### src/hw/rtl/svf_pkg.sv
`default_nettype none

package svf_pkg;

  localparam int POS_FRAC_BITS_DEF  = 8;
  localparam int ZOOM_FRAC_BITS_DEF = 8;
  localparam int WORLD_INT_BITS_DEF = 15;

  localparam int WORLD_W     = 15;
  localparam int SCREEN_W    = 12;
  localparam int GAIN_W      = 16;
  localparam int DT_W        = 16;
  localparam int GDT_W       = GAIN_W + DT_W;
  localparam int STEP_SHIFT  = 24;
  localparam int CFG_DATA_W  = 16;
  localparam int CFG_IDX_W   = 3;

  localparam logic [WORLD_W-1:0]  WORLD_WIDTH_RST   = 15'd3200;
  localparam logic [WORLD_W-1:0]  WORLD_HEIGHT_RST  = 15'd1920;
  localparam logic [SCREEN_W-1:0] SCREEN_WIDTH_RST  = 12'd1280;
  localparam logic [SCREEN_W-1:0] SCREEN_HEIGHT_RST = 12'd720;
  localparam logic [GAIN_W-1:0]   FOLLOW_GAIN_RST   = 16'd1280;

  localparam logic [CFG_IDX_W-1:0] CFG_WORLD_WIDTH   = 3'd0;
  localparam logic [CFG_IDX_W-1:0] CFG_WORLD_HEIGHT  = 3'd1;
  localparam logic [CFG_IDX_W-1:0] CFG_SCREEN_WIDTH  = 3'd2;
  localparam logic [CFG_IDX_W-1:0] CFG_SCREEN_HEIGHT = 3'd3;
  localparam logic [CFG_IDX_W-1:0] CFG_FOLLOW_GAIN   = 3'd4;

  typedef enum logic [2:0] {
    ST_IDLE,
    ST_GDT,
    ST_MX,
    ST_MY,
    ST_MZ,
    ST_DW,
    ST_DH,
    ST_FIN
  } svf_state_t;

endpackage

`default_nettype wire

### src/hw/rtl/smoothed_viewport_follow.sv
// channel | direction | handshake             | payload
// s       | in        | s_tvalid / s_tready   | s_tdata, s_tuser (mode)
// m       | out       | m_tvalid / m_tready   | m_tdata
// cfg     | in        | cfg_we, no wait       | cfg_index, cfg_data
//
// A tick runs four passes of the bit-serial multiplier and two of the restoring
// divider, one bit per cycle. A recenter skips both and goes straight to the result.
// One item is in flight at a time; s_tready is high only while idle.
// The result sits in an output register; a finished item holds in its last
// state while that register is still full. Reset is synchronous: registers
// return to defaults, center to zero, zoom to 1.0.
`default_nettype none

module smoothed_viewport_follow #(
  parameter int POS_FRAC_BITS  = svf_pkg::POS_FRAC_BITS_DEF,
  parameter int ZOOM_FRAC_BITS = svf_pkg::ZOOM_FRAC_BITS_DEF,
  parameter int WORLD_INT_BITS = svf_pkg::WORLD_INT_BITS_DEF,
  localparam int POS_W   = 1 + WORLD_INT_BITS + POS_FRAC_BITS,
  localparam int ZOOM_W  = 2 + ZOOM_FRAC_BITS,
  localparam int IN_BITS = 2 * POS_W + ZOOM_W + svf_pkg::DT_W,
  localparam int IN_W    = ((IN_BITS + 7) / 8) * 8,
  localparam int OUT_BITS = 2 * POS_W + ZOOM_W,
  localparam int OUT_W   = ((OUT_BITS + 7) / 8) * 8
) (
  input  wire logic                           clk,
  input  wire logic                           rst,
  input  wire logic                           s_tvalid,
  output logic                                s_tready,
  // aim_x, aim_y, zoom_request, time_step, zero fill
  input  wire logic [IN_W-1:0]                s_tdata,
  // mode
  input  wire logic                           s_tuser,
  output logic                                m_tvalid,
  input  wire logic                           m_tready,
  // view_x, view_y, view_zoom, zero fill
  output logic [OUT_W-1:0]                    m_tdata,
  input  wire logic                           cfg_we,
  input  wire logic [svf_pkg::CFG_IDX_W-1:0]  cfg_index,
  input  wire logic [svf_pkg::CFG_DATA_W-1:0] cfg_data
);

  localparam int MAG_W   = ((POS_W > ZOOM_W) ? POS_W : ZOOM_W) + 1;
  localparam int DIFF_W  = MAG_W + 1;
  localparam int PROD_W  = svf_pkg::GDT_W + MAG_W;
  localparam int STEP_W  = PROD_W - svf_pkg::STEP_SHIFT;
  localparam int SUM_W   = STEP_W + 2;
  localparam int NUM_W   = svf_pkg::SCREEN_W + POS_FRAC_BITS + ZOOM_FRAC_BITS;
  localparam int DEN_W   = ZOOM_W + 1;
  localparam int HALF_W  = svf_pkg::SCREEN_W + POS_FRAC_BITS;
  localparam int WPIX_W  = svf_pkg::WORLD_W + POS_FRAC_BITS;
  localparam int FIT_A   = (POS_W > WPIX_W) ? POS_W : WPIX_W;
  localparam int FIT_W   = ((FIT_A > HALF_W) ? FIT_A : HALF_W) + 2;

  localparam logic signed [POS_W-1:0] POS_MAX = {1'b0, {(POS_W-1){1'b1}}};
  localparam logic signed [POS_W-1:0] POS_MIN = {1'b1, {(POS_W-1){1'b0}}};
  localparam logic [ZOOM_W-1:0] ZOOM_MIN = ZOOM_W'(1) << (ZOOM_FRAC_BITS - 1);
  localparam logic [ZOOM_W-1:0] ZOOM_ONE = ZOOM_W'(1) << ZOOM_FRAC_BITS;
  localparam logic [ZOOM_W-1:0] ZOOM_MAX = ZOOM_W'(2) << ZOOM_FRAC_BITS;

  svf_pkg::svf_state_t state, state_next, prev_state;

  logic [svf_pkg::WORLD_W-1:0]  world_width, world_height;
  logic [svf_pkg::SCREEN_W-1:0] screen_width, screen_height;
  logic [svf_pkg::GAIN_W-1:0]   follow_gain;

  logic signed [POS_W-1:0] center_x, center_y;
  logic [ZOOM_W-1:0]       zoom_level;

  logic                    mode_q;
  logic signed [POS_W-1:0] tx_q, ty_q;
  logic [ZOOM_W-1:0]       zr_q;
  logic [svf_pkg::DT_W-1:0] dt_q;
  logic [svf_pkg::GDT_W-1:0] gdt_q;
  logic signed [POS_W-1:0] nx_q, ny_q;
  logic [ZOOM_W-1:0]       nz_q;
  logic [HALF_W-1:0]       hw_q, hh_q;

  logic [ZOOM_W-1:0]       zr_raw, zr_clamp;
  logic signed [DIFF_W-1:0] diff_x, diff_y, diff_z;

  logic                        mul_start, mul_done;
  logic [svf_pkg::GDT_W-1:0]   mul_a;
  logic [MAG_W-1:0]            mul_b;
  logic [PROD_W-1:0]           mul_prod;
  logic signed [SUM_W-1:0]     step_s;

  logic               div_start, div_done;
  logic [NUM_W-1:0]   div_num;
  logic [NUM_W-1:0]   div_quo;

  logic                    fin_load;
  logic signed [POS_W-1:0] new_x, new_y;
  logic [ZOOM_W-1:0]       new_z;

  function automatic logic [MAG_W-1:0] mag_of(input logic signed [DIFF_W-1:0] d);
    logic signed [DIFF_W-1:0] t;
    t = d[DIFF_W-1] ? -d : d;
    return t[MAG_W-1:0];
  endfunction

  function automatic logic signed [POS_W-1:0] sat_pos(input logic signed [SUM_W-1:0] v);
    logic signed [POS_W-1:0] r;
    if (v > SUM_W'(POS_MAX)) r = POS_MAX;
    else if (v < SUM_W'(POS_MIN)) r = POS_MIN;
    else r = v[POS_W-1:0];
    return r;
  endfunction

  function automatic logic signed [POS_W-1:0] fit_axis(
    input logic signed [POS_W-1:0]   c,
    input logic [svf_pkg::WORLD_W-1:0] world,
    input logic [HALF_W-1:0]         half
  );
    logic signed [FIT_W-1:0] cf, hf, wf, r;
    logic signed [POS_W-1:0] o;
    cf = FIT_W'(c);
    hf = $signed(FIT_W'(half));
    wf = $signed(FIT_W'({world, {POS_FRAC_BITS{1'b0}}}));
    r  = cf;
    if (cf < hf) r = hf;
    if (r + hf > wf) r = wf - hf;
    if (r > FIT_W'(POS_MAX)) o = POS_MAX;
    else if (r < FIT_W'(POS_MIN)) o = POS_MIN;
    else o = r[POS_W-1:0];
    return o;
  endfunction

  function automatic logic signed [POS_W-1:0] mid_pos(input logic [svf_pkg::WORLD_W-1:0] world);
    logic [FIT_W-1:0]        v;
    logic signed [POS_W-1:0] o;
    v = FIT_W'({world, {(POS_FRAC_BITS-1){1'b0}}});
    if (v > $unsigned(FIT_W'(POS_MAX))) o = POS_MAX;
    else o = $signed(v[POS_W-1:0]);
    return o;
  endfunction

  // configuration
  always_ff @(posedge clk) begin
    if (rst) begin
      world_width   <= svf_pkg::WORLD_WIDTH_RST;
      world_height  <= svf_pkg::WORLD_HEIGHT_RST;
      screen_width  <= svf_pkg::SCREEN_WIDTH_RST;
      screen_height <= svf_pkg::SCREEN_HEIGHT_RST;
      follow_gain   <= svf_pkg::FOLLOW_GAIN_RST;
    end else if (cfg_we) begin
      case (cfg_index)
        svf_pkg::CFG_WORLD_WIDTH:   world_width   <= cfg_data[svf_pkg::WORLD_W-1:0];
        svf_pkg::CFG_WORLD_HEIGHT:  world_height  <= cfg_data[svf_pkg::WORLD_W-1:0];
        svf_pkg::CFG_SCREEN_WIDTH:  screen_width  <= cfg_data[svf_pkg::SCREEN_W-1:0];
        svf_pkg::CFG_SCREEN_HEIGHT: screen_height <= cfg_data[svf_pkg::SCREEN_W-1:0];
        svf_pkg::CFG_FOLLOW_GAIN:   follow_gain   <= cfg_data[svf_pkg::GAIN_W-1:0];
        default: ;
      endcase
    end
  end

  // input capture
  assign zr_raw   = s_tdata[2*POS_W +: ZOOM_W];
  assign zr_clamp = (zr_raw < ZOOM_MIN) ? ZOOM_MIN : ((zr_raw > ZOOM_MAX) ? ZOOM_MAX : zr_raw);

  always_ff @(posedge clk) begin
    if (s_tvalid && s_tready) begin
      mode_q <= s_tuser;
      tx_q   <= $signed(s_tdata[POS_W-1:0]);
      ty_q   <= $signed(s_tdata[POS_W +: POS_W]);
      zr_q   <= zr_clamp;
      dt_q   <= s_tdata[2*POS_W+ZOOM_W +: svf_pkg::DT_W];
    end
  end

  // next state
  always_comb begin
    state_next = state;
    case (state)
      svf_pkg::ST_IDLE: if (s_tvalid) state_next = s_tuser ? svf_pkg::ST_FIN : svf_pkg::ST_GDT;
      svf_pkg::ST_GDT:  if (mul_done) state_next = svf_pkg::ST_MX;
      svf_pkg::ST_MX:   if (mul_done) state_next = svf_pkg::ST_MY;
      svf_pkg::ST_MY:   if (mul_done) state_next = svf_pkg::ST_MZ;
      svf_pkg::ST_MZ:   if (mul_done) state_next = svf_pkg::ST_DW;
      svf_pkg::ST_DW:   if (div_done) state_next = svf_pkg::ST_DH;
      svf_pkg::ST_DH:   if (div_done) state_next = svf_pkg::ST_FIN;
      svf_pkg::ST_FIN:  if (!m_tvalid || m_tready) state_next = svf_pkg::ST_IDLE;
      default:          state_next = svf_pkg::ST_IDLE;
    endcase
  end

  // outputs of the sequencer
  always_comb begin
    s_tready  = 1'b0;
    mul_start = 1'b0;
    div_start = 1'b0;
    fin_load  = 1'b0;
    case (state)
      svf_pkg::ST_IDLE: s_tready = 1'b1;
      svf_pkg::ST_GDT, svf_pkg::ST_MX, svf_pkg::ST_MY, svf_pkg::ST_MZ:
        mul_start = (prev_state != state);
      svf_pkg::ST_DW, svf_pkg::ST_DH:
        div_start = (prev_state != state);
      svf_pkg::ST_FIN: fin_load = !m_tvalid || m_tready;
      default: ;
    endcase
  end

  always_ff @(posedge clk) begin
    if (rst) begin
      state      <= svf_pkg::ST_IDLE;
      prev_state <= svf_pkg::ST_IDLE;
    end else begin
      state      <= state_next;
      prev_state <= state;
    end
  end

  // multiplier operands
  assign diff_x = DIFF_W'(tx_q) - DIFF_W'(center_x);
  assign diff_y = DIFF_W'(ty_q) - DIFF_W'(center_y);
  assign diff_z = $signed(DIFF_W'(zr_q)) - $signed(DIFF_W'(zoom_level));

  always_comb begin
    mul_a = gdt_q;
    mul_b = mag_of(diff_x);
    case (state)
      svf_pkg::ST_GDT: begin
        mul_a = svf_pkg::GDT_W'(follow_gain);
        mul_b = MAG_W'(dt_q);
      end
      svf_pkg::ST_MY: mul_b = mag_of(diff_y);
      svf_pkg::ST_MZ: mul_b = mag_of(diff_z);
      default: ;
    endcase
  end

  svf_mul #(
    .A_W(svf_pkg::GDT_W),
    .B_W(MAG_W)
  ) u_mul (
    .clk   (clk),
    .rst   (rst),
    .start (mul_start),
    .a     (mul_a),
    .b     (mul_b),
    .done  (mul_done),
    .prod  (mul_prod)
  );

  assign step_s  = $signed(SUM_W'(mul_prod[PROD_W-1:svf_pkg::STEP_SHIFT]));
  assign div_num = {(state == svf_pkg::ST_DH) ? screen_height : screen_width,
                    {(POS_FRAC_BITS + ZOOM_FRAC_BITS){1'b0}}};

  svf_div #(
    .N_W(NUM_W),
    .D_W(DEN_W)
  ) u_div (
    .clk   (clk),
    .rst   (rst),
    .start (div_start),
    .num   (div_num),
    .den   ({nz_q, 1'b0}),
    .done  (div_done),
    .quo   (div_quo)
  );

  // collect step results and half views
  always_ff @(posedge clk) begin
    case (state)
      svf_pkg::ST_GDT: if (mul_done) gdt_q <= mul_prod[svf_pkg::GDT_W-1:0];
      svf_pkg::ST_MX: if (mul_done)
        nx_q <= sat_pos(SUM_W'(center_x) + (diff_x[DIFF_W-1] ? -step_s : step_s));
      svf_pkg::ST_MY: if (mul_done)
        ny_q <= sat_pos(SUM_W'(center_y) + (diff_y[DIFF_W-1] ? -step_s : step_s));
      svf_pkg::ST_MZ: if (mul_done) begin
        if ($signed(SUM_W'(zoom_level)) + (diff_z[DIFF_W-1] ? -step_s : step_s)
            < $signed(SUM_W'(ZOOM_MIN)))
          nz_q <= ZOOM_MIN;
        else if ($signed(SUM_W'(zoom_level)) + (diff_z[DIFF_W-1] ? -step_s : step_s)
                 > $signed(SUM_W'(ZOOM_MAX)))
          nz_q <= ZOOM_MAX;
        else
          nz_q <= ZOOM_W'(SUM_W'(zoom_level) + (diff_z[DIFF_W-1] ? -step_s : step_s));
      end
      svf_pkg::ST_DW: if (div_done) hw_q <= div_quo[HALF_W-1:0];
      svf_pkg::ST_DH: if (div_done) hh_q <= div_quo[HALF_W-1:0];
      default: ;
    endcase
  end

  // final values
  assign new_x = mode_q ? mid_pos(world_width)  : fit_axis(nx_q, world_width, hw_q);
  assign new_y = mode_q ? mid_pos(world_height) : fit_axis(ny_q, world_height, hh_q);
  assign new_z = mode_q ? ZOOM_ONE : nz_q;

  always_ff @(posedge clk) begin
    if (rst) begin
      center_x   <= '0;
      center_y   <= '0;
      zoom_level <= ZOOM_ONE;
      m_tvalid   <= 1'b0;
    end else begin
      if (fin_load) begin
        center_x   <= new_x;
        center_y   <= new_y;
        zoom_level <= new_z;
        m_tvalid   <= 1'b1;
      end else if (m_tready) begin
        m_tvalid <= 1'b0;
      end
    end
  end

  always_ff @(posedge clk) begin
    if (fin_load) begin
      m_tdata <= OUT_W'({new_z, new_y, new_x});
    end
  end

  a_zoom_range: assert property (@(posedge clk) disable iff (rst)
    m_tvalid |-> (m_tdata[2*POS_W +: ZOOM_W] >= ZOOM_MIN &&
                  m_tdata[2*POS_W +: ZOOM_W] <= ZOOM_MAX))
    else $error("view zoom out of range");

  a_one_item: assert property (@(posedge clk) disable iff (rst)
    (s_tvalid && s_tready) |=> !s_tready)
    else $error("second transaction accepted while busy");

  a_mul_done_state: assert property (@(posedge clk) disable iff (rst)
    mul_done |-> (state == svf_pkg::ST_GDT || state == svf_pkg::ST_MX ||
                  state == svf_pkg::ST_MY || state == svf_pkg::ST_MZ))
    else $error("multiplier finished outside a multiply step");

endmodule

`default_nettype wire

### src/hw/rtl/svf_mul.sv
`default_nettype none

module svf_mul #(
  parameter int A_W = svf_pkg::GDT_W,
  parameter int B_W = 25
) (
  input  wire logic               clk,
  input  wire logic               rst,
  input  wire logic               start,
  input  wire logic [A_W-1:0]     a,
  input  wire logic [B_W-1:0]     b,
  output logic                    done,
  output logic [A_W+B_W-1:0]      prod
);

  localparam int CNT_W = $clog2(B_W);

  logic [A_W+B_W-1:0] acc;
  logic [A_W-1:0]     a_reg;
  logic               busy;
  logic [CNT_W-1:0]   cnt;
  logic [A_W:0]       sum;

  // add multiplicand on the low multiplier bit, then shift the whole word right
  assign sum  = {1'b0, acc[A_W+B_W-1:B_W]} + (acc[0] ? {1'b0, a_reg} : {(A_W+1){1'b0}});
  assign prod = acc;

  always_ff @(posedge clk) begin
    if (rst) begin
      busy <= 1'b0;
      done <= 1'b0;
      cnt  <= '0;
    end else begin
      done <= 1'b0;
      if (start) begin
        busy <= 1'b1;
        cnt  <= '0;
      end else if (busy) begin
        cnt <= cnt + CNT_W'(1);
        if (cnt == CNT_W'(B_W - 1)) begin
          busy <= 1'b0;
          done <= 1'b1;
        end
      end
    end
  end

  always_ff @(posedge clk) begin
    if (start) begin
      acc   <= {{A_W{1'b0}}, b};
      a_reg <= a;
    end else if (busy) begin
      acc <= {sum, acc[B_W-1:1]};
    end
  end

endmodule

`default_nettype wire

### src/hw/rtl/svf_div.sv
`default_nettype none

module svf_div #(
  parameter int N_W = 28,
  parameter int D_W = 11
) (
  input  wire logic           clk,
  input  wire logic           rst,
  input  wire logic           start,
  input  wire logic [N_W-1:0] num,
  input  wire logic [D_W-1:0] den,
  output logic                done,
  output logic [N_W-1:0]      quo
);

  localparam int CNT_W = $clog2(N_W);

  logic [D_W-1:0]   rem;
  logic [D_W-1:0]   rem_next;
  logic [N_W-1:0]   q;
  logic [D_W-1:0]   d_reg;
  logic             busy;
  logic [CNT_W-1:0] cnt;
  logic [D_W:0]     trial;
  logic [D_W:0]     diffv;
  logic             ge;

  // restoring step: shift in the next dividend bit, subtract if it fits
  assign trial    = {rem, q[N_W-1]};
  assign diffv    = trial - {1'b0, d_reg};
  assign ge       = trial >= {1'b0, d_reg};
  assign rem_next = ge ? diffv[D_W-1:0] : trial[D_W-1:0];
  assign quo      = q;

  always_ff @(posedge clk) begin
    if (rst) begin
      busy <= 1'b0;
      done <= 1'b0;
      cnt  <= '0;
    end else begin
      done <= 1'b0;
      if (start) begin
        busy <= 1'b1;
        cnt  <= '0;
      end else if (busy) begin
        cnt <= cnt + CNT_W'(1);
        if (cnt == CNT_W'(N_W - 1)) begin
          busy <= 1'b0;
          done <= 1'b1;
        end
      end
    end
  end

  always_ff @(posedge clk) begin
    if (start) begin
      rem   <= '0;
      q     <= num;
      d_reg <= den;
    end else if (busy) begin
      rem <= rem_next;
      q   <= {q[N_W-2:0], ge};
    end
  end

endmodule

`default_nettype wire
### config.mk
export PLATFORM = sky130hd
export DESIGN_NAME = smoothed_viewport_follow
export DESIGN_NICKNAME = d
export VERILOG_FILES = /design/src/hw/rtl/svf_pkg.sv /design/src/hw/rtl/smoothed_viewport_follow.sv /design/src/hw/rtl/svf_mul.sv /design/src/hw/rtl/svf_div.sv
export SDC_FILE = /design/constraint.sdc
export NUM_CORES = 2
export LEC_CHECK = 0
export BUFFER_PORTS_ARGS = -buffer_cell sky130_fd_sc_hd__clkbuf_2
export CORE_ASPECT_RATIO = 0.7
export CORE_MARGIN = 2
export CORE_UTILIZATION = 45
export DETAILED_ROUTE_END_ITERATION = 6
export GPL_ROUTABILITY_DRIVEN = 1
export PLACE_DENSITY = 0.65
export SYNTH_ARGS = -nofsm -noshare
export SYNTH_HDL_FRONTEND = slang
export SYNTH_SLANG_ARGS = --single-unit
### constraint.sdc
create_clock -name clk -period 9.5 [get_ports clk]
set_input_delay 0.475 -clock clk [delete_from_list [all_inputs] [get_ports clk]]
set_output_delay 0.475 -clock clk [all_outputs]
set_load 0.01 [all_outputs]
==> impl_metrics.env <==
export IMPL_cts_tree="yes"
export IMPL_cp_end_kind="flip-flop"
export IMPL_rows=91
export IMPL_violations="DRC"
export IMPL_dr_pass1_iters=7
export IMPL_drv_slew=0
export IMPL_ys_ff_latch=550
export IMPL_wirelength_mm=136
export IMPL_cpMostUsedCell="a21o_1"
export IMPL_r2r_end="center_y[23]"
export IMPL_slowest_stage="o311a_1"
export IMPL_synth_edff_count=342
export IMPL_ys_warn_count=0
export IMPL_wire_per_inst_um=22.9
export IMPL_overflow=0
export IMPL_fin_crit_sh_pct=94.5
export IMPL_critical_path_arrival_ns=9.59
export IMPL_setup_tns_final_ns=0
export IMPL_hp_class="in -> reg"
export IMPL_fin_area_um2=44900
export IMPL_layout_common_cells="nand2_1, nor2_1, edfxtp_1"
export IMPL_status="finished, violations left"
export IMPL_layout_nets=5175
export IMPL_hold_depth=1
export IMPL_final_antenna_net_count=0
export IMPL_core_um2=88500
export IMPL_drcViolationCount=2
export IMPL_p_leak_nw=18.0
export IMPL_max_freq_mhz=111
export IMPL_cts_sinks=550
export IMPL_worstSkewPairLatency_ns=0.69
export IMPL_antenna_found_initial=3
export IMPL_cts_made_buffers=57
export IMPL_grt_pass1_vias=31800
export IMPL_vdd_drop_max_mv=0.180
export IMPL_relSlewSlack_pct=19.6
export IMPL_largest_register="m_tdata"
export IMPL_gp_congestion=0.992
export IMPL_grtUsageTotal_pct=28.8
export IMPL_vias=35900
export IMPL_finalCriticalPeriod_ns=8.98
export IMPL_crit_fanout=11
export IMPL_die_area_um2=92200
export IMPL_drv_cap=0
export IMPL_clock_path_buffers=3
export IMPL_hp_start="s_tdata[57]"
export IMPL_syn_mean_instance_area_um2=8.79
export IMPL_synth_flop_cell="edfxtp_1"
export IMPL_io_buffers=158
export IMPL_rsz0062_at_grt="false"
export IMPL_yosysSeqAreaShare_pct=35.8
export IMPL_drive_gt1_share_pct=9.40
export IMPL_setup_slack_ns=0.520
export IMPL_worstSetupStartpointType="flip-flop"
export IMPL_syn_inst=4591
export IMPL_synthArstFlopShare_pct=0
export IMPL_critPathMaxStageDelay_ns=0.55
export IMPL_pre_cts_ws_ns=0.587
export IMPL_hpwl_mm=105
export IMPL_syn_area_um2=40400
export IMPL_finalSetupViolCount=0
export IMPL_p_per_area_nw_per_um2=259
export IMPL_criticalPathCategory="reg -> reg"
export IMPL_cts_root_buf="clkbuf_16"
export IMPL_clk_pin_slew_ns=0.07
export IMPL_area_growth_pct=11.3
export IMPL_vias_per_cell=6.03
export IMPL_io_pins=171
export IMPL_hold_viol=0
export IMPL_critical_path_required_ns=10.11
export IMPL_largest_reg_flops=58
export IMPL_regToRegSetupSlack_ns=0.52
export IMPL_antenna_cells=0
export IMPL_initial_core_util_pct=45.6
export IMPL_die_y_um=255
export IMPL_grt_max_degree=75
export IMPL_r2r_start="hh_q[1]"
export IMPL_drtIter0Drc=4403
export IMPL_dpl_cell_area_um2=42300
export IMPL_synth_cell_types=95
export IMPL_grt_first_pass_wirelength_mm=201
export IMPL_fin_util_pct=50.8
export IMPL_skew_ns=0.0459
export IMPL_final_common_cell="nand2_1"
export IMPL_worst_pin_slew_ns=1.20
export IMPL_p_total_mw=11.6
export IMPL_fp_dieW_um=362
export IMPL_htreeDepth=2
export IMPL_min_to="zr_q[9]"
export IMPL_reg2reg_depth=40
[worst max-delay path: cells and delay by family (launching register included)]
family | cells | cell delay [ns]
AOI/OAI and AO/OA | 24 | 5.28
xor gates and xnor gates | 1 | 0.09
adders and majority gates | 4 | 1.19
buffers and inverters | 4 | 0.80
DFF | 1 | 0.46
muxes | 1 | 0.38
and+or+nand+nor | 6 | 0.76
[repair_timing]
item	in CTS	in global routing
hold buffers	64	0
buffers inserted	0	3
endpoints found under the hold margin	64	0
endpoints found under the setup margin	0	2
resized for setup	0	0
[metal layers]
layer  global-route usage (%)  share of wire [%]
met5                        0              0.016
met3                     8.20                 12
met1                     43.0                 46
met4                     7.12                2.5
met2                     40.3                 40
[per-stage QoR]
stage | cells | hold WS, ns
final | 5949 | 0.0432
after floorplan | 4596 | 0.417
after global routing | 5949 | 0.0450
after global placement | 5774 | 0.431
after detailed placement | 5774 | 0.436
after CTS | 5946 | 0.0106
[cells by family (layout without fill, tap and decap cells)]
kind of cell	after synthesis	after routing	share of synthesized area [%]
fa+ha+maj	333	333	10.5
flops	550	550	35.8
mux	120	120	3.12
simple gates	1550	1550	18.8
compound gates	1227	1227	19.8
other cells	1	6	0.00929
xor+xnor	349	349	7.61
buf+inv	461	652	4.43
[power breakdown]
part / total, mW / switching (mW) / internal [mW]
sequential: 3.48 / 0.383 / 3.10
combinational: 5.80 / 3.85 / 1.95
clock: 2.36 / 1.09 / 1.27
[cells in the mapped netlist (22+ instances only)]
| cell | n | area [µm²] |
|---|---|---|
| a211oi_1 | 48 | 360 |
| a21o_1 | 110 | 826 |
| a21oi_1 | 319 | 1600 |
| a31oi_1 | 60 | 375 |
| and2_1 | 83 | 519 |
| and3_1 | 44 | 275 |
| buf_1 | 22 | 82.6 |
| clkbuf_1 | 160 | 601 |
| dfxtp_1 | 208 | 4160 |
| edfxtp_1 | 342 | 10300 |
| ha_1 | 322 | 4030 |
| inv_1 | 252 | 946 |
| mux2_2 | 45 | 507 |
| mux2i_1 | 74 | 741 |
| nand2_1 | 509 | 1910 |
| nand2b_1 | 53 | 332 |
| nand3_1 | 103 | 515 |
| nand3b_1 | 23 | 173 |
| nand4_1 | 56 | 350 |
| nor2_1 | 345 | 1290 |
| nor2b_1 | 46 | 288 |
| nor3_1 | 110 | 551 |
| nor4_1 | 26 | 163 |
| o211ai_1 | 35 | 263 |
| o21a_1 | 66 | 495 |
| o21ai_0 | 269 | 1350 |
| o21bai_1 | 25 | 188 |
| o31ai_1 | 31 | 233 |
| or3_1 | 41 | 257 |
| xnor2_1 | 221 | 1940 |
| xor2_1 | 127 | 1110 |
[layout make-up]
| type | count | area [µm²] |
|---|---|---|
| multi-input combinational | 3585 | 24200 |
| timing repair buffer | 288 | 1930 |
| sequential | 550 | 14400 |
| clock buffer | 65 | 1490 |
| inverter | 256 | 963 |
| fill | 8269 | 43500 |
| clock inverter | 43 | 470 |
| tap | 1162 | 1450 |
[worst max path at each step]
stage / startpoint / endpoint / depth (start not counted)
floorplan: hh_q[1] / m_tdata[34] / 38
global placement: hh_q[1] / m_tdata[34] / 40
detailed placement: hh_q[1] / center_y[23] / 40
CTS: hh_q[1] / center_y[23] / 40
global route: hh_q[1] / center_y[23] / 40
finish: hh_q[1] / center_y[23] / 40
No activity file was read; power rests on OpenSTA's default activity.
